<file path="src/design/per_routine_shadow_stack_checker_top_macros.svh">
// Assertion macros for the shadow stack checker.
`ifndef PER_ROUTINE_SHADOW_STACK_CHECKER_TOP_MACROS_SVH
`define PER_ROUTINE_SHADOW_STACK_CHECKER_TOP_MACROS_SVH
`ifndef SYNTHESIS
`define SSC_ASSERT_SAME(name, ante, cons) \
    name: assert property (@(posedge clk) disable iff (!rst_n) (ante) |-> (cons)) \
        else $error("shadow stack checker: same-cycle check failed");
`define SSC_ASSERT_NEXT(name, ante, cons) \
    name: assert property (@(posedge clk) disable iff (!rst_n) (ante) |=> (cons)) \
        else $error("shadow stack checker: next-cycle check failed");
`else
`define SSC_ASSERT_SAME(name, ante, cons)
`define SSC_ASSERT_NEXT(name, ante, cons)
`endif
`endif

</file>
<file path="src/design/ssc_pkg.sv">
// Shared types and constants for the shadow stack checker.
package ssc_pkg;

    localparam int ID_W         = 6;
    localparam int ADDR_W       = 64;
    localparam int IDX_W        = 32;
    localparam int OUT_DEPTH_W  = 5;

    localparam int NUM_ROUTINES_DEF = 64;
    localparam int STACK_DEPTH_DEF  = 16;

    typedef enum logic [2:0] {
        ST_PUSHED    = 3'd0,
        ST_RET_OK    = 3'd1,
        ST_NO_ENTRY  = 3'd2,
        ST_FRAME_BAD = 3'd3,
        ST_RET_BAD   = 3'd4,
        ST_OVERFLOW  = 3'd5,
        ST_HALTED    = 3'd6
    } status_t;

    typedef struct packed {
        logic              mode;
        logic [ID_W-1:0]   routine_id;
        logic [ADDR_W-1:0] frame_base;
        logic [ADDR_W-1:0] ret_ip;
    } evt_t;

    typedef struct packed {
        status_t                status;
        logic [IDX_W-1:0]       entry_index;
        logic [OUT_DEPTH_W-1:0] stack_depth;
        logic [ADDR_W-1:0]      saved_frame;
        logic [ADDR_W-1:0]      saved_return;
    } res_t;

    // Controller to datapath
    typedef struct packed {
        logic    load;
        logic    lookup;
        logic    calc_addr;
        logic    rd_entry;
        logic    push;
        logic    pop;
        logic    set_halt;
        logic    emit;
        logic    clr_step;
        status_t code;
    } cmd_t;

    // Datapath to controller
    typedef struct packed {
        logic mode;
        logic halted;
        logic full;
        logic empty;
        logic frame_eq;
        logic ret_eq;
        logic clr_last;
        logic out_free;
    } sts_t;

endpackage

</file>
<file path="src/design/ssc_ctrl.sv">
// Sequencing controller for the shadow stack checker.
module ssc_ctrl (
    input  logic          clk,
    input  logic          rst_n,
    input  logic          evt_valid,
    output logic          evt_ready,
    input  ssc_pkg::sts_t sts,
    output ssc_pkg::cmd_t cmd
);

    typedef enum logic [2:0] {
        S_CLEAR,
        S_IDLE,
        S_LOOKUP,
        S_ADDR,
        S_ACCESS,
        S_CHECK
    } state_t;

    state_t state_reg;
    state_t state_next;

    always_ff @(posedge clk or negedge rst_n)
    begin
        if (!rst_n)
        begin
            state_reg <= S_CLEAR;
        end
        else
        begin
            state_reg <= state_next;
        end
    end

    assign evt_ready = (state_reg == S_IDLE);

    always_comb
    begin
        state_next = state_reg;
        cmd        = '0;
        cmd.code   = ssc_pkg::ST_PUSHED;
        case (state_reg)
            S_CLEAR:
            begin
                cmd.clr_step = 1'b1;
                if (sts.clr_last)
                begin
                    state_next = S_IDLE;
                end
            end
            S_IDLE:
            begin
                if (evt_valid)
                begin
                    cmd.load   = 1'b1;
                    state_next = S_LOOKUP;
                end
            end
            S_LOOKUP:
            begin
                cmd.lookup = 1'b1;
                state_next = S_ADDR;
            end
            S_ADDR:
            begin
                cmd.calc_addr = 1'b1;
                state_next    = S_ACCESS;
            end
            S_ACCESS:
            begin
                if (sts.halted)
                begin
                    if (sts.out_free)
                    begin
                        cmd.emit   = 1'b1;
                        cmd.code   = ssc_pkg::ST_HALTED;
                        state_next = S_IDLE;
                    end
                end
                else if (!sts.mode)
                begin
                    if (sts.out_free)
                    begin
                        cmd.emit = 1'b1;
                        if (sts.full)
                        begin
                            cmd.code = ssc_pkg::ST_OVERFLOW;
                        end
                        else
                        begin
                            cmd.push = 1'b1;
                            cmd.code = ssc_pkg::ST_PUSHED;
                        end
                        state_next = S_IDLE;
                    end
                end
                else if (sts.empty)
                begin
                    if (sts.out_free)
                    begin
                        cmd.emit     = 1'b1;
                        cmd.set_halt = 1'b1;
                        cmd.code     = ssc_pkg::ST_NO_ENTRY;
                        state_next   = S_IDLE;
                    end
                end
                else
                begin
                    cmd.rd_entry = 1'b1;
                    state_next   = S_CHECK;
                end
            end
            S_CHECK:
            begin
                // hold until the result register can take the item
                if (sts.out_free)
                begin
                    cmd.emit = 1'b1;
                    if (!sts.frame_eq)
                    begin
                        cmd.set_halt = 1'b1;
                        cmd.code     = ssc_pkg::ST_FRAME_BAD;
                    end
                    else if (!sts.ret_eq)
                    begin
                        cmd.set_halt = 1'b1;
                        cmd.code     = ssc_pkg::ST_RET_BAD;
                    end
                    else
                    begin
                        cmd.pop  = 1'b1;
                        cmd.code = ssc_pkg::ST_RET_OK;
                    end
                    state_next = S_IDLE;
                end
            end
            default:
            begin
                state_next = S_CLEAR;
            end
        endcase
    end

endmodule

</file>
<file path="config.mk">
export PLATFORM = sky130hd
export DESIGN_NAME = ssc_ctrl
export DESIGN_NICKNAME = d
export VERILOG_FILES = /design/src/design/per_routine_shadow_stack_checker_top_macros.svh /design/src/design/ssc_pkg.sv /design/src/design/ssc_ctrl.sv
export SDC_FILE = /design/constraint.sdc
export NUM_CORES = 1
export LEC_CHECK = 0
export BUFFER_PORTS_ARGS = -buffer_cell sky130_fd_sc_hd__clkbuf_2
export CAP_MARGIN = 20
export CORE_AREA = 2 2 39 41
export CTS_BUF_LIST = sky130_fd_sc_hd__clkbuf_8
export DETAILED_ROUTE_END_ITERATION = 8
export DIE_AREA = 0 0 41 43
export PLACE_DENSITY_LB_ADDON = 0.15
export SLEW_MARGIN = 20
export SYNTH_ARGS = -nofsm -noshare
export SYNTH_HDL_FRONTEND = slang
export SYNTH_SLANG_ARGS = --single-unit
</file>
<file path="constraint.sdc">
create_clock -name clk -period 2.4 [get_ports clk]
set_input_delay 0.24 -clock clk [delete_from_list [all_inputs] [get_ports clk]]
set_output_delay 0.24 -clock clk [all_outputs]
set_load 0.03 [all_outputs]
</file>
==> results of run 1 <==
worst max-delay path, cell delays in order (launching register included):
cell	delay (ns)
dfrtp_1	0.47
nand4bb_1	0.31
nand2b_4	0.20
o22ai_1	0.17
clkbuf_2	0.23
layer usage:
layer  up-vias  track usage, %  routed length, um  part of all wire, %
met2        14            16.6                434                   48
met1       178            16.2                399                   44
met5         -               0                  0                    0
li1        204               -                  -                    -
met4         0            6.00                  0                    0
met3         0            6.28                 63                  7.0
layout make-up:
type                       instances  area, um2  share of cell area (%)
inverter                           3       11.3                    2.18
multi-input combinational         34        239                    46.4
sequential                         3       75.1                    14.6
clock buffer                       3       41.3                    8.01
timing repair buffer              24        125                    24.3
clock inverter                     1       3.75                   0.728
tap                               16       20.0                    3.88
what timing repair did:
| action | in CTS | in global routing |
|---|---|---|
| setup buffers | 0 | 0 |
| hold buffers | 1 | 0 |
| endpoints found under the hold margin | 3 | 0 |
| endpoints found under the setup margin | 0 | 0 |
kinds of logic after synthesis:
family	after synthesis
buffers and inverters	5
DFF	3
AOI/OAI and AO/OA	10
and+or+nand+nor	24
worst min-delay path by stage:
stage	start	endpoint	slack, ns
6_report	evt_valid	state_reg[0]	0.27
5_1_grt	evt_valid	state_reg[0]	0.29
3_5_place_dp	rst_n	state_reg[1]	0.04
2_1_floorplan	rst_n	state_reg[0]	-0.06
4_1_cts	evt_valid	state_reg[0]	0.28
3_3_place_gp	rst_n	state_reg[2]	0.04
layout by cell type (no fill, tap or decap), types with 2 or more instances in the layout:
cell and count:
nor2b_1 2, nor2_1 4, a21oi_1 3, inv_1 4
o22ai_1 4, clkbuf_2 23, nand2_1 2, nor3_1 2
nor3b_2 3, dfrtp_1 3, clkbuf_8 3
stage by stage:
stage          std cells  worst slack [ns]  hold slack, ns
4_1_cts               84             0.544           0.276
5_1_grt               84             0.447           0.293
3_5_place_dp          79             0.782          0.0400
2_1_floorplan         42             0.620         -0.0556
6_report              84             0.560           0.273
3_3_place_gp          79             0.774          0.0383
power by group:
group | switching, mW | total [mW] | leakage, nW | internal, mW
clock | 0.0359 | 0.145 | 0.0269 | 0.109
sequential | 0.0504 | 0.121 | 0.0382 | 0.0707
combinational | 0.165 | 0.274 | 0.212 | 0.109
==> impl_metrics.tcl, run 1 <==
set metrics [dict create \
    ys_ff_latch 3 \
    startpoint_type "register" \
    cts_sinks 3 \
    placed_area_um2 460 \
    finish.utilization_pct 37.3 \
    synthAdderAreaFrac_pct 0 \
    wl_per_cell_um 10.7 \
    vias_per_cell 4.71 \
    netlist_area_um2 348 \
    ys_warn_count 0 \
    gr-usage-all-layers_pct 12.5 \
    ant_nets 0 \
    synth_nets 53 \
    die_x_um 41 \
    drc 0 \
    rsz0062_at_grt "false" \
    hpwlAfterDp_um 687 \
    nets 80 \
    postSynthAreaPerCell_um2 8.28 \
    path_clk_slew_ns 0.03 \
    cts_buffer_depth 2 \
    n_fill_cell 161 \
    synth_ff_type "dfrtp_1" \
    power_mw 0.541 \
    worstRegToRegCells 2 \
    final_area_um2 515 \
    timing.rr.start "state_reg[2]" \
    cp.required_ns 2.16 \
    hp-class "input pin to register" \
    yosys.area.top_type "dfrtp_1" \
    synth_edf_count 0 \
    yosysSeqAreaShare_pct 21.6 \
    portBuffers 23 \
    clock_latency_ns 0.22 \
    grt_antenna_before_repair 0 \
    finalMaxSlewViolations 0 \
    synth_compound_area_share_pct 19.1 \
    max_cap_viol_count 0 \
    netlist_instances 42 \
    r2r_slack_ns 1.15 \
    drive_gt1_share_pct 48.5 \
    synth_top_family_by_area "simple AND/OR/NAND/NOR gates" \
    critPathCaptureType "output pin" \
    cts_made_buffers 3 \
    post_cts_resized 0 \
    drtIter0Drc 4 \
    io_pins 24 \
    grt_overflow 0 \
    crit_path_start "state_reg[0]" \
    status "completed" \
    fmax_ghz 0.544 \
    die_height_um 43 \
    core_um2 1380 \
    skew_ns 0.00203 \
    initial_core_util_pct 25.1 \
    ys_top_cells_by_count "nor2_1 (4), o22ai_1 (4)" \
    synthDistinctLibCells 24 \
    grt_pass1_wl_mm 1.43 \
    synth_xor_area_share_pct 0 \
    n_antenna_cell 0 \
    cts_tree "done" \
    area_growth_syn_to_layout_pct 48.2 \
    grt_max_degree 12 \
    worstSetupPathType "register to output pin" \
    power.leakage_nw 0.277 \
    worstMarginPinSlew_ns 0.354 \
    rows 14 \
    cp-endpoint "cmd[0]" \
    maxSlewHeadroom_pct 76.4 \
    synth_top_area_share_pct 21.6 \
    grt_pass1_vias 342 \
    gp_congestion 0.666 \
    synthTopCellsByArea "dfrtp_1 (22%), nor3b_2 (11%), o22ai_1 (7.2%)" \
    final_hold_viol_count 0 \
    fin_crit_sh_pct 76.7 \
    worst_ep_arrival_time_ns 1.60 \
    drt_pass1_iterations 2 \
    irDropWorstVdd_mv 0.562 \
    htreeDepth 1 \
    crit_path_max_fanout 10 \
    setup_viol 0 \
    finalSetupTns_ns 0 \
    cts_root_buf "clkbuf_8" \
    synthMuxAreaShare_pct 0 \
    fin_crit_ns 1.84 \
    min_path_cells 2 \
    dieArea_um2 1760 \
    async_flop_share_pct 100 \
    yosys.area_share.simple_pct 49.6 \
    drt_wl_total_um 898 \
    vias 396 \
    largest_register_ffs 3 \
    worstReg2RegEnd "state_reg[2]" \
    power_density_nw_per_um2 1050 \
]
Power figures use the tool's default switching activity.
==> run 2: changes to the inputs <==
Settings changed: ABC_AREA set to 1.
Clock period 2.4 ns to 1.79 ns, I/O delays scaled along.
==> run 2 against run 1 <==
  * Worst setup slack worse by 0.36 ns
  * Clock skew about the same
  * Non-clock buffer count unchanged
  * Clock-buffer cell count unchanged
  * Register-to-register slack worse by 0.49 ns
  * Synthesized area down 2.9%
  * Cell area up 2.4%
  * Sequential power up 14%
  * First-iteration DRC count rose to 2.8 times the previous value
  * Sequential share of layout area down 0.35 points
  * Critical endpoint unchanged
  * Highest routed layer is now met4
==> impl_metrics.tcl, run 2 <==
set metrics [dict create \
    finalSetupTns_ns 0 \
    final_hold_viol_count 0 \
    netlist_instances 59 \
    die_height_um 43 \
    final_cell_mix "clkbuf_2 (23), inv_1 (14), nand2_1 (13)" \
    skew_ns 0.00225 \
    area_growth_syn_to_layout_pct 56.3 \
    path_cells "inv_2 -> nand3_2 -> nor2_2 -> inv_1 -> o22ai_2 -> clkbuf_2" \
    postSynthAreaPerCell_um2 5.73 \
    n_antenna_cell 0 \
    grt_pass1_wl_mm 1.41 \
    multi_input_area_um2 210 \
    crit_path_start "state_reg[1]" \
    synthTopCellsByArea "dfrtp_1 (22%), inv_1 (14%), nand2_1 (14%)" \
    hp-class "input pin to register" \
    setup_viol 0 \
    clock_latency_ns 0.21 \
    grt_pass1_vias 389 \
    vias 457 \
    fin_crit_ns 1.59 \
    io_pins 24 \
    synth_nets 70 \
    startpoint_type "register" \
    timing.rr.start "state_reg[2]" \
    synth_ff_type "dfrtp_1" \
    finalMaxSlewViolations 0 \
    async_flop_share_pct 100 \
    cts_sinks 3 \
    htreeDepth 1 \
    dieArea_um2 1760 \
    power_mw 0.761 \
    crit_path_max_fanout 5 \
    mostFrequentLayoutCell "clkbuf_2" \
    yosys.area.top_type "dfrtp_1" \
    worst_ep_arrival_time_ns 1.42 \
    cp_top_family "buffers and inverters" \
    grt_overflow 0 \
    n_fill_cell 157 \
    wl_per_cell_um 8.84 \
    critical-path-max-stage-delay_ns 0.41 \
    netlist_area_um2 338 \
    gp_congestion 0.720 \
    nets 99 \
    drive_gt1_share_pct 37.9 \
    drc 0 \
    cp.required_ns 1.61 \
    slowest_stage "dfrtp_1" \
    drt_pass1_iterations 4 \
    synth_edf_count 0 \
    cts_tree "done" \
    largest_register_ffs 3 \
    synth_top_area_share_pct 22.2 \
    vias_per_cell 4.44 \
    cp.buffers_inverters 3 \
    rsz0062_at_grt "false" \
    ant_nets 0 \
    power_density_nw_per_um2 1440 \
    synthDistinctLibCells 17 \
    post_cts_buffers 0 \
    fin_crit_sh_pct 89.1 \
    register_area_um2 75.1 \
    die_x_um 41 \
    drt_wl_total_um 911 \
    ys_top_cells_by_count "inv_1 (13), nand2_1 (13), nor2_1 (10)" \
    grt_antenna_before_repair 0 \
    fmax_ghz 0.627 \
    worstHoldStart "evt_valid" \
    yosysSeqAreaShare_pct 22.2 \
    status "completed" \
    power.leakage_nw 0.334 \
    post_cts_resized 0 \
    ys_ff_latch 3 \
    grt_max_degree 6 \
    cts_hold_buf 1 \
    maxSlewHeadroom_pct 85.5 \
    path_clk_slew_ns 0.03 \
    worstSetupPathType "register to output pin" \
    critPathCaptureType "output pin" \
    portBuffers 23 \
    irDropWorstVdd_mv 0.649 \
    gr-usage-all-layers_pct 11.4 \
    cts_buffer_depth 2 \
    cts_root_buf "clkbuf_8" \
    initial_core_util_pct 24.4 \
    cts_made_buffers 3 \
    max_cap_viol_count 0 \
    core_um2 1380 \
    drtIter0Drc 11 \
    ys_warn_count 0 \
    worstMarginPinSlew_ns 0.215 \
    rows 14 \
    hpwlAfterDp_um 760 \
]
run 2: per-stage QoR:
step	setup WS (ns)	std cells	hold slack (ns)	cell area, um2	util (%)
2_1_floorplan	0.0694	59	-0.117	338	-
3_3_place_gp	0.439	98	-0.0222	473	34.2
3_5_place_dp	0.420	98	-0.0236	473	34.2
4_1_cts	0.185	103	0.261	528	38.2
5_1_grt	0.0880	103	0.291	528	38.2
6_report	0.196	103	0.255	528	38.2
run 2: layer usage:
layer / share of wire (%) / track usage, % / up-vias
li1: - / - / 244
met1: 41 / 11.3 / 192
met2: 49 / 20.6 / 19
met3: 8.3 / 2.09 / 2
met4: 1.5 / 6.00 / 0
met5: 0 / 0 / -
run 2: final timing paths:
| path | slack [ns] | cells past startpoint | endpoint |
|---|---|---|---|
| worst min register to register | 0.63 | 2 | state_reg[1] |
| min in group asynchronous | 0.29 | 2 | state_reg[1] |
| worst min-delay path | 0.26 | 4 | state_reg[0] |
| max in group asynchronous | 1.39 | 2 | state_reg[0] |
| worst max-delay path | 0.20 | 6 | cmd[0] |
| worst max register to register | 0.66 | 6 | state_reg[0] |
run 2: area by class of cell:
type / count / share of cell area, %
timing repair buffer: 24 / 23.7
sequential: 3 / 14.2
clock inverter: 1 / 0.711
clock buffer: 3 / 7.82
multi-input combinational: 42 / 39.8
tap: 16 / 3.79
inverter: 14 / 9.95
run 2: logic make-up after synthesis:
logic type	count (synthesis)	share of synthesized area, %
compound gates	5	11.8
buf+inv	14	15.6
flops	3	22.2
simple gates	37	50.4
run 2: power breakdown:
group / leakage, nW / internal (mW) / switching, mW
registers: 0.0380 / 0.0972 / 0.0405
logic: 0.269 / 0.129 / 0.305
clock network: 0.0269 / 0.146 / 0.0430
run 2: tightest hold or removal path, cell delays in order:
cell	delay (ns)
clkbuf_2	0.10
inv_1	0.05
nand2_1	0.06
nand2_1	0.04
==> run 3: changes to the inputs <==
Settings changed: PLACE_DENSITY set to 0.53, PLACE_DENSITY_LB_ADDON 0.15 to not set.
==> run 3 against run 2 <==
  * Clock power about the same
  * Global-route usage down 0.19 points
  * Worst setup slack worse by 0.021 ns
  * Die area unchanged
==> impl_metrics.tcl, run 3 (same netlist as run 2, synthesis figures left out) <==
set metrics [dict create \
    maxSlewHeadroom_pct 83.9 \
    status "completed" \
    worstRegToRegCells 7 \
    vias 442 \
    area_growth_syn_to_layout_pct 56.3 \
    worstHoldStart "evt_valid" \
    grt_overflow 0 \
    power_density_nw_per_um2 1430 \
    clock_latency_ns 0.21 \
    final_area_um2 528 \
    cp_top_family "buffers and inverters" \
    grt_pass1_vias 424 \
    worstSetupPathType "register to output pin" \
    startpoint_type "register" \
    final_cell_mix "clkbuf_2 (23), inv_1 (14), nand2_1 (13)" \
    die_height_um 43 \
    drt_pass1_iterations 4 \
    n_fill_cell 151 \
    critPathCaptureType "output pin" \
    power.leakage_nw 0.334 \
    worst_ep_arrival_time_ns 1.44 \
    vias_per_cell 4.29 \
    dieArea_um2 1760 \
    nets 99 \
    cp.required_ns 1.61 \
    mostFrequentLayoutCell "clkbuf_2" \
    fin_cells 103 \
    grt_max_degree 6 \
    finalSetupTns_ns 0 \
    fin_crit_ns 1.61 \
    rsz0062_at_grt "false" \
    finalMaxSlewViolations 0 \
    min_path_cells 4 \
    drive_gt1_share_pct 37.9 \
    setup_viol 0 \
    multi_input_area_um2 210 \
    power_mw 0.758 \
    crit_path_max_fanout 5 \
    gp_congestion 0.756 \
    cts_made_buffers 3 \
    max_cap_viol_count 0 \
    grt_antenna_before_repair 0 \
    largest_register_ffs 3 \
    cts_sinks 3 \
    htreeDepth 1 \
    slowest_stage "dfrtp_1" \
    cts_root_buf "clkbuf_8" \
    post_cts_resized 0 \
    portBuffers 23 \
    drc 0 \
    drt_wl_total_um 919 \
    post_cts_buffers 0 \
    fmax_ghz 0.619 \
    n_antenna_cell 0 \
    holdPathEnd "state_reg[0]" \
    die_x_um 41 \
    cp.buffers_inverters 3 \
    hp-class "input pin to register" \
    timing.rr.start "state_reg[1]" \
    rows 14 \
    wl_per_cell_um 8.92 \
    grt_pass1_wl_mm 1.44 \
    skew_ns 0.000935 \
    cts_tree "done" \
    finish.utilization_pct 38.2 \
    hpwlAfterDp_um 762 \
    irDropWorstVdd_mv 0.711 \
    cts_buffer_depth 2 \
    initial_core_util_pct 24.4 \
    r2r_slack_ns 0.68 \
    gr-usage-all-layers_pct 11.3 \
    final_hold_viol_count 0 \
    critical-path-max-stage-delay_ns 0.42 \
    path_cells "inv_2 -> nand3_2 -> nor2_2 -> inv_1 -> o22ai_2 -> clkbuf_2" \
    drtIter0Drc 4 \
    path_clk_slew_ns 0.03 \
    worstReg2RegEnd "state_reg[0]" \
    fin_crit_sh_pct 90.2 \
    core_um2 1380 \
    ant_nets 0 \
    io_pins 24 \
    register_area_um2 75.1 \
    worstMarginPinSlew_ns 0.239 \
    dp_cells 98 \
    placed_area_um2 473 \
]
[run 3: cell counts in the layout (fill, tap and decap cells not counted)]
Identical to the previous run, type by type.
[run 3: report_power, final]
part,switching [mW],internal [mW]
logic,0.302,0.129
registers,0.0412,0.0972
clock network,0.0417,0.146
[run 3: per-stage QoR]
stage	setup slack (ns)	hold WS, ns
after floorplan	0.0694	-0.117
final	0.175	0.254
after global routing	0.0842	0.286
after global placement	0.394	-0.0222
after CTS	0.157	0.257
after detailed placement	0.388	-0.0231
[run 3: worst max path at each step]
stage	start	end	slack (ns)	depth (start not counted)
after floorplan	state_reg[2]	cmd[7]	0.07	4
after global placement	state_reg[1]	cmd[0]	0.39	6
after detailed placement	state_reg[1]	cmd[0]	0.39	6
after CTS	state_reg[1]	cmd[0]	0.16	6
after global routing	state_reg[1]	cmd[0]	0.08	6
final	state_reg[1]	cmd[0]	0.18	6
[run 3: final cells by class]
class | count | area share, %
Timing Repair Buffer | 24 | 23.7
Tap cell | 16 | 3.79
Clock buffer | 3 | 7.82
Inverter | 14 | 9.95
Multi-Input combinational cell | 42 | 39.8
Clock inverter | 1 | 0.711
Sequential cell | 3 | 14.2
[run 3: what timing repair did]
action / 4_1_cts / 5_1_grt
hold buffers: 1 / 0
setup endpoints to repair: 0 / 0
endpoints found under the hold margin: 3 / 0
[run 3: worst register-to-register path: stages, from the launching register on]
cell     delay, ns
dfrtp_1       0.42
inv_2         0.11
nand2_2       0.06
nor2_2        0.14
nand2_1       0.12
nand3_1       0.09
nand2_1       0.05
nand2_1       0.05
[run 3: routing by layer]
layer  routed length, um  vias to the layer above  global-route usage (%)  part of all wire [%]
li1                    -                      242                       -                     -
met1                 448                      178                    13.5                    49
met2                 385                       22                    19.1                    42
met3                  85                        0                    1.57                   9.2
met4                   0                        0                    4.00                     0
met5                   0                        -                       0                     0
